File: src/hdl/fmpp_pkg.sv
// Shared types and constants for the four-motor pattern PWM driver.
// No dependencies; imported by the top level and its checker.
package fmpp_pkg;

  // Speed level and phase widths, fixed by the motor port layout
  localparam int LEVEL_W       = 3;
  localparam int PHASE_W       = 4;
  localparam int PATTERN_W     = 16;
  localparam int PATTERN_COUNT = 7;
  localparam int CFG_IDX_W     = 3;
  localparam int PORT_W        = 8;
  localparam int SPEED_W       = 8;
  localparam int INDEX_W       = 8;
  localparam int READ_W        = 4;
  localparam int MAX_MOTORS    = 4;

  typedef logic [PATTERN_W-1:0] pattern_t;
  typedef logic [LEVEL_W-1:0]   level_t;

  // Transaction kinds carried on tuser
  typedef enum logic [1:0] {
    KIND_TICK   = 2'd0,
    KIND_SET    = 2'd1,
    KIND_READ   = 2'd2,
    KIND_UNUSED = 2'd3
  } kind_t;

  // Pattern words loaded at reset, one per speed level
  localparam pattern_t PATTERN_RESET [PATTERN_COUNT] = '{
    16'h0000, 16'h8080, 16'h8888, 16'hAAAA, 16'hEEEE, 16'hFEFE, 16'hFFFF
  };

endpackage

File: src/hdl/four_motor_pattern_pwm.sv
// Four-motor pattern PWM driver: input register, single-pass update, result register.
// Depends on fmpp_pkg for kinds, widths and the reset pattern table.
//
// A transaction waits in the input register until the result register is free.
// Throughput: one transaction per cycle unless the result side stalls; a stalled
// result blocks new input. All rst work is synchronous: pattern words return to
// their defaults, motors to level 0 forward, phase and port to 0.
module four_motor_pattern_pwm
  import fmpp_pkg::*;
#(
  parameter int NUM_MOTORS = 4,
  parameter int MAX_LEVEL  = 6
) (
  input  logic                 clk,
  input  logic                 rst,
  // Input stream
  input  logic                 s_tvalid,
  output logic                 s_tready,
  input  logic [15:0]          s_tdata,   // [7:0] motor_index, [15:8] speed_request
  input  logic [1:0]           s_tuser,   // [1:0] kind
  // Result stream
  output logic                 m_tvalid,
  input  logic                 m_tready,
  output logic [15:0]          m_tdata,   // [7:0] port_value, [11:8] read_speed, [15:12] zero
  // Configuration writes
  input  logic                 cfg_we,
  input  logic [CFG_IDX_W-1:0] cfg_index,
  input  logic [PATTERN_W-1:0] cfg_data
);

  // Input register
  logic               in_valid;
  kind_t              in_kind;
  logic [INDEX_W-1:0] in_index;
  logic [SPEED_W-1:0] in_speed;

  // Block state
  pattern_t           pattern_reg  [PATTERN_COUNT];
  level_t             speed_level  [NUM_MOTORS];
  logic               reverse_flag [NUM_MOTORS];
  logic [PHASE_W-1:0] phase;
  logic [PORT_W-1:0]  port_latch;

  // Combinational results
  logic               advance;
  logic               do_set;
  logic               do_tick;
  logic               neg;
  logic [SPEED_W-1:0] mag;
  level_t             sat_level;
  level_t             speed_level_next  [NUM_MOTORS];
  logic               reverse_flag_next [NUM_MOTORS];
  logic [7:0]         phase_bits;
  logic [PORT_W-1:0]  port_next;
  logic [READ_W-1:0]  read_speed;
  logic [PORT_W-1:0]  port_value;

  assign advance  = in_valid && (!m_tvalid || m_tready);
  assign s_tready = !in_valid || advance;

  // Hold the accepted transaction until the result register can take it
  always_ff @(posedge clk) begin
    if (rst) begin
      in_valid <= 1'b0;
    end else if (s_tvalid && s_tready) begin
      in_valid <= 1'b1;
    end else if (advance) begin
      in_valid <= 1'b0;
    end
  end

  always_ff @(posedge clk) begin
    if (s_tvalid && s_tready) begin
      in_kind  <= kind_t'(s_tuser);
      in_index <= s_tdata[7:0];
      in_speed <= s_tdata[15:8];
    end
  end

  // Decode the kind; the unused code behaves as a read
  always_comb begin
    do_set  = 1'b0;
    do_tick = 1'b0;
    case (in_kind)
      KIND_TICK: begin
        do_tick = 1'b1;
      end
      KIND_SET: begin
        do_set  = 1'b1;
        do_tick = 1'b1;
      end
      default: begin
        do_set  = 1'b0;
        do_tick = 1'b0;
      end
    endcase
  end

  // Saturate the magnitude of the requested speed; -128 gives 128 and saturates
  always_comb begin
    neg       = in_speed[SPEED_W-1];
    mag       = neg ? (~in_speed + SPEED_W'(1)) : in_speed;
    sat_level = (mag > SPEED_W'(MAX_LEVEL)) ? LEVEL_W'(MAX_LEVEL) : mag[LEVEL_W-1:0];
  end

  // Update the addressed motor; out-of-range indexes match no motor
  always_comb begin
    for (int m = 0; m < NUM_MOTORS; m++) begin
      if (do_set && (in_index == INDEX_W'(m))) begin
        speed_level_next[m]  = sat_level;
        reverse_flag_next[m] = neg;
      end else begin
        speed_level_next[m]  = speed_level[m];
        reverse_flag_next[m] = reverse_flag[m];
      end
    end
  end

  // Sample every pattern word at the current phase; level 7 has no pattern
  always_comb begin
    phase_bits = '0;
    for (int l = 0; l < PATTERN_COUNT; l++) begin
      phase_bits[l] = pattern_reg[l][phase];
    end
  end

  // Build the new port byte from each motor's level and direction
  always_comb begin
    port_next = '0;
    for (int m = 0; m < NUM_MOTORS; m++) begin
      if (phase_bits[speed_level_next[m]]) begin
        port_next[MAX_MOTORS + m] = 1'b1;
        port_next[m]              = reverse_flag_next[m];
      end
    end
  end

  // Signed speed of the addressed motor after the update
  always_comb begin
    read_speed = '0;
    for (int m = 0; m < NUM_MOTORS; m++) begin
      if (in_index == INDEX_W'(m)) begin
        read_speed = reverse_flag_next[m] ? (READ_W'(0) - {1'b0, speed_level_next[m]})
                                          : {1'b0, speed_level_next[m]};
      end
    end
  end

  assign port_value = do_tick ? port_next : port_latch;

  // Pattern words: written from the configuration port, indexes past the table dropped
  always_ff @(posedge clk) begin
    if (rst) begin
      for (int l = 0; l < PATTERN_COUNT; l++) begin
        pattern_reg[l] <= PATTERN_RESET[l];
      end
    end else if (cfg_we && (cfg_index < CFG_IDX_W'(PATTERN_COUNT))) begin
      pattern_reg[cfg_index] <= cfg_data;
    end
  end

  // Motor state, phase and port latch advance as the transaction completes
  always_ff @(posedge clk) begin
    if (rst) begin
      for (int m = 0; m < NUM_MOTORS; m++) begin
        speed_level[m]  <= '0;
        reverse_flag[m] <= 1'b0;
      end
      phase      <= '0;
      port_latch <= '0;
    end else if (advance) begin
      for (int m = 0; m < NUM_MOTORS; m++) begin
        speed_level[m]  <= speed_level_next[m];
        reverse_flag[m] <= reverse_flag_next[m];
      end
      if (do_tick) begin
        phase      <= phase + PHASE_W'(1);
        port_latch <= port_next;
      end
    end
  end

  // Result register
  always_ff @(posedge clk) begin
    if (rst) begin
      m_tvalid <= 1'b0;
    end else if (advance) begin
      m_tvalid <= 1'b1;
    end else if (m_tready) begin
      m_tvalid <= 1'b0;
    end
  end

  always_ff @(posedge clk) begin
    if (advance) begin
      m_tdata <= {4'b0000, read_speed, port_value};
    end
  end

endmodule

File: config.mk
export PLATFORM = sky130hd
export DESIGN_NAME = four_motor_pattern_pwm
export DESIGN_NICKNAME = d
export VERILOG_FILES = /design/src/hdl/fmpp_pkg.sv /design/src/hdl/four_motor_pattern_pwm.sv
export SDC_FILE = /design/constraint.sdc
export NUM_CORES = 1
export LEC_CHECK = 0
export ABC_AREA = 1
export BUFFER_PORTS_ARGS = -buffer_cell sky130_fd_sc_hd__buf_4
export CORE_ASPECT_RATIO = 2
export CORE_UTILIZATION = 38
export DETAILED_ROUTE_END_ITERATION = 10
export SYNTH_ARGS = -nofsm -noshare
export SYNTH_HDL_FRONTEND = slang
export SYNTH_SLANG_ARGS = --single-unit
File: constraint.sdc
create_clock -name clk -period 2.8 [get_ports clk]
set_input_delay 0.28 -clock clk [delete_from_list [all_inputs] [get_ports clk]]
set_output_delay 0.28 -clock clk [all_outputs]
set_load 0.005 [all_outputs]
### Word-level counts from Yosys, hierarchy flattened

Memory sizes are Yosys's and may differ from the RTL's.
Index checks and enable logic that the tools add are counted.

* add/subtract/negate cells: 6
* multipliers: 0
* divide/modulo/power cells: 0
* $lt $le $gt $ge: 7
* equal/unequal tests: 4
* shifts and indexed selects: 0
* multiplexer cells: 74
* bitwise operators: 9
* reductions and logical operators: 18

Operators with widths (number)
* $mux 1: 42
* $mux 4: 8
* $mux 3: 10
* $bmux 1 s4: 7
* $eq 8x2->1 const B: 2
* $lt 3x4->1 const B: 4
* $mux 16: 1
* $mux 8: 2
* $reduce_or 16->1: 1
* $sub 1x3->4 const A: 4
* $bmux 1 s3: 4
* $add 8x1->8 const B: 1
* $eq 8x1->1 const B: 1
* $gt 8x3->1 const B: 1
* $logic_not 8->1: 1
* $not 8->8: 1
* $or 1x1->1: 8
* $logic_and 1x1->1: 7
* $lt 4x5->1 const B: 1
* $add 4x1->4 const B: 1
* $reduce_bool 2->1: 2
* $lt 3x3->1 const B: 1
* $eq 2x1->1 const B: 1
* $logic_not 1->1: 2
* other kinds (4): 5

* register bits: 44
* latch bits: 0
* memory bits (writable): 128
* ROM bits: 0
* input bits: 42
* output and inout bits: 18
* logic and storage cells: 129
* memories kept: 3

Memories
* pattern_reg: depth 7, bits a word 16, read ports 7, clocked after Yosys merged registers in 0, write ports 7, RTL line four_motor_pattern_pwm.sv:38 `pattern_t pattern_reg [PATTERN_COUNT];`
* speed_level: depth 4, bits a word 3, read ports 4, clocked after Yosys merged registers in 0, write ports 4, RTL line four_motor_pattern_pwm.sv:39 `level_t speed_level [NUM_MOTORS];`
* reverse_flag: depth 4, bits a word 1, read ports 4, clocked after Yosys merged registers in 0, write ports 4, RTL line four_motor_pattern_pwm.sv:40 `logic reverse_flag [NUM_MOTORS];`

### Longest topological paths before layout

* depth in word-level cells: 12
* mapped depth: 17
* depth with buffers taken out: 17

### Worst setup path after synthesis

No wires, ideal clock.

* path kind: flip-flop to flip-flop
* from: reg in_speed[0]
* to: reg m_tdata[10] (data pin)
* library setup time: 0.267 ns
* data arrival time: 2.086 ns
* data required time: 2.533 ns
* setup slack: 0.447 ns
* stages on the path, launching flop included: 16
* buffers on the path: 0
* clock period less this slack: 2.353 ns
* cells stage by stage: edfxtp_1 inv_2 ha_1 nand2_1 o21ai_0 nand3_1 nand2_1 inv_1 nand4_2 nand2_2 inv_1 ha_1 nor2_1 nor2_1 o21ai_0 nand4_1

* word-level cells in the longest chain between the ends: 12
* elaborated cells on any way between the ends: 21
* classes of those cells: add/sub (5); order compare (1); mux (14); bitwise (1)

RTL lines
* start, declared: RTL line four_motor_pattern_pwm.sv:35 `logic [SPEED_W-1:0] in_speed;`
* start signal, assigned: RTL line four_motor_pattern_pwm.sv:76 `in_speed <= s_tdata[15:8];`
* $not 8->8: RTL line four_motor_pattern_pwm.sv:102 `mag = neg ? (~in_speed + SPEED_W'(1)) : in_speed;`
* $add 8x1->8: RTL line four_motor_pattern_pwm.sv:102
* $mux 8 *: RTL line four_motor_pattern_pwm.sv:102
* $gt 8x3->1: RTL line four_motor_pattern_pwm.sv:103 `sat_level = (mag > SPEED_W'(MAX_LEVEL)) ? LEVEL_W'(MAX_LEVEL) : mag[LEVEL_W-1:0];`
* $mux 3 *: RTL line four_motor_pattern_pwm.sv:103
* $mux 3: RTL line four_motor_pattern_pwm.sv:109 `if (do_set && (in_index == INDEX_W'(m))) begin`
* $sub 1x3->4: RTL line four_motor_pattern_pwm.sv:143 `read_speed = reverse_flag_next[m] ? (READ_W'(0) - {1'b0, speed_level_next[m]})`
* $mux 4: RTL line four_motor_pattern_pwm.sv:143
* $mux 4 (3 in series): RTL line four_motor_pattern_pwm.sv:142 `if (in_index == INDEX_W'(m)) begin`
* $mux 4 *: RTL line four_motor_pattern_pwm.sv:142
* via read_speed[2]: RTL line four_motor_pattern_pwm.sv:55 `logic [READ_W-1:0] read_speed;`
* end signal, assigned: RTL line four_motor_pattern_pwm.sv:196 `m_tdata <= {4'b0000, read_speed, port_value};`
* end, declared: RTL line four_motor_pattern_pwm.sv:24 `output logic [15:0] m_tdata,`

Mark *: on every way through the listed nets, which the timed path passes. The rest lies on a longest branch.
A chain may end at the register's enable or synchronous reset.

### Worst setup path after layout

Same ends and word-level chain as after synthesis.

==> impl_metrics.toml <==
[power_and_ir_drop]
internal_power_uw = 4430
pwr_density_cell_nw_per_um2 = 593
p_leak_uw = 0.00434
power_frac_seq_pct = 49.8
p_total_uw = 6010
switching_share_pct = 26.3
pwr-share-clk_pct = 38.3
switchingPower_uw = 1580
power_frac_comb_pct = 11.9
ir_worst_vdd_uv = 301

[sta]
worst_pin_slew_ns = 0.783
finalHoldViolCount = 0
setup_tns_ns = 0
drv_slew = 0
relSlewSlack_pct = 47.6
finalSetupViolCount = 0
period_needed_ns = 2.52
timing.fmax_mhz = 397
grt_setup_unrepaired = "no"
fin_worst_skew_ns = 0.0151
fin_crit_sh_pct = 90.0

[logic_synthesis]
syn_area_um2 = 8480
synthCells = 971
ys_async_sr_fraction_pct = 0
ys_types = 36
syn_avg_cell_area_um2 = 8.73
ys_ff_latch = 172
ys_seq_area_share_pct = 57.4
synth_flop_cell = "edfxtp_1"
ys_warn_count = 0
synth_edf_count = 142

[clock_tree]
cts_tree = "done"
cts-root-buf = "clkbuf_16"
cts_buffers = 17
h-tree-depth = 4
clockBufferDepth = 2
cts.sinks = 172
path_clk_slew_ns = 0.07
clock_latency_ns = 0.45

[floorplan]
die_h_um = 213
rows = 77
die_w_um = 108
core_area_um2 = 22000
die_area_um2 = 22900
initial_core_util_pct = 38.6
ios = 60

[finish]
final_cells = 1357
final_cell_mix = "nand2_1 (220), nor2_1 (176), edfxtp_1 (142), nand3_1 (108), buf_4 (104)"
seq_area_um2 = 4870
final_nets = 1115
largest_reg_flops = 112
drive_gt1_share_pct = 17.9
multi_input_area_um2 = 3110
nFillCells = 2211
final_common_cell = "nand2_1"
final_util_pct = 46.1
areaGrowthSynthToFinish_pct = 19.6
diodes = 0

[global_route]
grt_antenna_before_repair = 0
grt-ovfl-total = 0
gr-usage-all-layers_pct = 23.1
grt_pass1_vias = 7020
grt_pass1_wl_um = 37800
grt_max_degree = 41

[setup_path]
crit_buf_inv = 2
worst_setup_path_end_kind = "flip-flop"
start_kind = "flip-flop"
path_class = "reg -> reg"
critical_path.slowest_cell = "edfxtp_1"
cp_max_fo = 6
cp.required_ns = 2.98
path_cells = "inv_2, ha_1, nand2_1, o21ai_0, nand3_1, nand2_1, inv_2, nand3_2, nand2_2, nand2_2, ha_1, nor2_1, xnor2_1, nand3_2, nand4_1"
cp.arrival_ns = 2.70
slowest_delay_ns = 0.42
cp_top_family = "simple AND/OR/NAND/NOR gates"

[placement]
placed_cells = 1313
port_buffers = 55
place.gp.congestion = 0.976
hpwl_um = 18100

[routing]
wl_per_cell_um = 18.1
routed_via_density = 5.16
drtPass1Iterations = 7
ant_nets = 0
drt_iter0_drc = 328
drc = 0
totalWireLength_um = 24600
dr_total_vias = 6999

[outcome]
status = "complete, no violations"

[worst_hold_path]
hold_path.class = "in -> reg"

[flow_run]
cap_violations = 0
==> Yosys cell counts (all sizes together) (5+ instances only) <==
master / n / area share, %
o21ai: 59 / 3.7
nand4: 13 / 1.1
edfxtp: 142 / 50
nand2: 235 / 11
nand3: 112 / 6.8
inv: 85 / 3.8
a21oi: 17 / 1.0
nor2: 184 / 8.6
o211ai: 16 / 1.4
clkbuf: 19 / 0.84
nor3: 6 / 0.35
dfxtp: 30 / 7.1
ha: 5 / 0.74
buf: 22 / 1.4
or2: 15 / 1.1
==> cell type report <==
cell class	count	share of cell area, %
Clock buffer	18	4.23
Clock inverter	14	1.35
Inverter	87	3.25
Multi-Input combinational cell	674	30.7
Sequential cell	172	48.0
Tap cell	276	3.41
Timing Repair Buffer	116	9.09
==> per-layer routing <==
layer	up-vias	wire length [um]	track usage [%]
li1	3414	-	-
met3	102	898	4.43
met2	202	13500	43.3
met1	3281	8060	20.4
met4	0	2120	20.0
met5	-	0	0
==> final timing paths <==
| path | from | end | slack, ns | cells after the start |
|---|---|---|---|---|
| setup reg to reg | in_speed[0]$_DFFE_PP_ | m_tdata[10]$_DFFE_PP_ | 0.28 | 15 |
| hold reg to reg | port_latch[0]$_SDFFE_PP0P_ | port_latch[0]$_SDFFE_PP0P_ | 0.45 | 2 |
| hold / removal | s_tdata[9] | in_speed[1]$_DFFE_PP_ | 0.02 | 1 |
| setup / recovery | in_speed[0]$_DFFE_PP_ | m_tdata[10]$_DFFE_PP_ | 0.28 | 15 |
==> logic make-up after synthesis <==
| family | synth area share [%] |
|---|---|
| XOR/XNOR | 0.207 |
| flip-flops | 57.4 |
| AO/OA/AOI/OAI | 6.36 |
| AND/OR/NAND/NOR | 29.1 |
| other | 0.0442 |
| buffers and inverters | 6.17 |
| adder cells (fa/ha/maj) | 0.738 |
==> worst reg2reg max path, delay by kind of cell (launching register included) <==
kind                       cells  cell delay (ns)
buffers and inverters          2             0.21
DFF                            1             0.42
xor gates and xnor gates       1             0.11
adders and majority gates      2             0.43
and+or+nand+nor                9             0.99
AOI/OAI and AO/OA              1             0.10
==> per-stage QoR <==
step                hold WS, ns  setup slack [ns]  instance area (um^2)
floorplan                 0.379             0.447                  8490
global placement          0.436             0.184                  9450
detailed placement        0.439             0.180                  9450
CTS                    0.000617             0.156                 10100
global route           0.000845            0.0595                 10100
finish                   0.0180             0.279                 10100
==> power by group through the flow <==
| stage | clock network [uW] | logic, uW | registers [uW] |
|---|---|---|---|
| global placement | 0 | 692 | 3050 |
| floorplan | 0 | 425 | 3030 |
| finish | 2300 | 714 | 2990 |
| global route | 2440 | 797 | 3010 |
| CTS | 2340 | 711 | 3000 |
| detailed placement | 0 | 697 | 3050 |
==> what timing repair did <==
item / in CTS / in global routing
hold buffers: 10 / 0
endpoints found under the setup margin: 0 / 2
endpoints found under the hold margin: 10 / 0
resized for setup: 0 / 4
buffers inserted: 0 / 2
No activity file was read; power rests on OpenSTA's default activity.
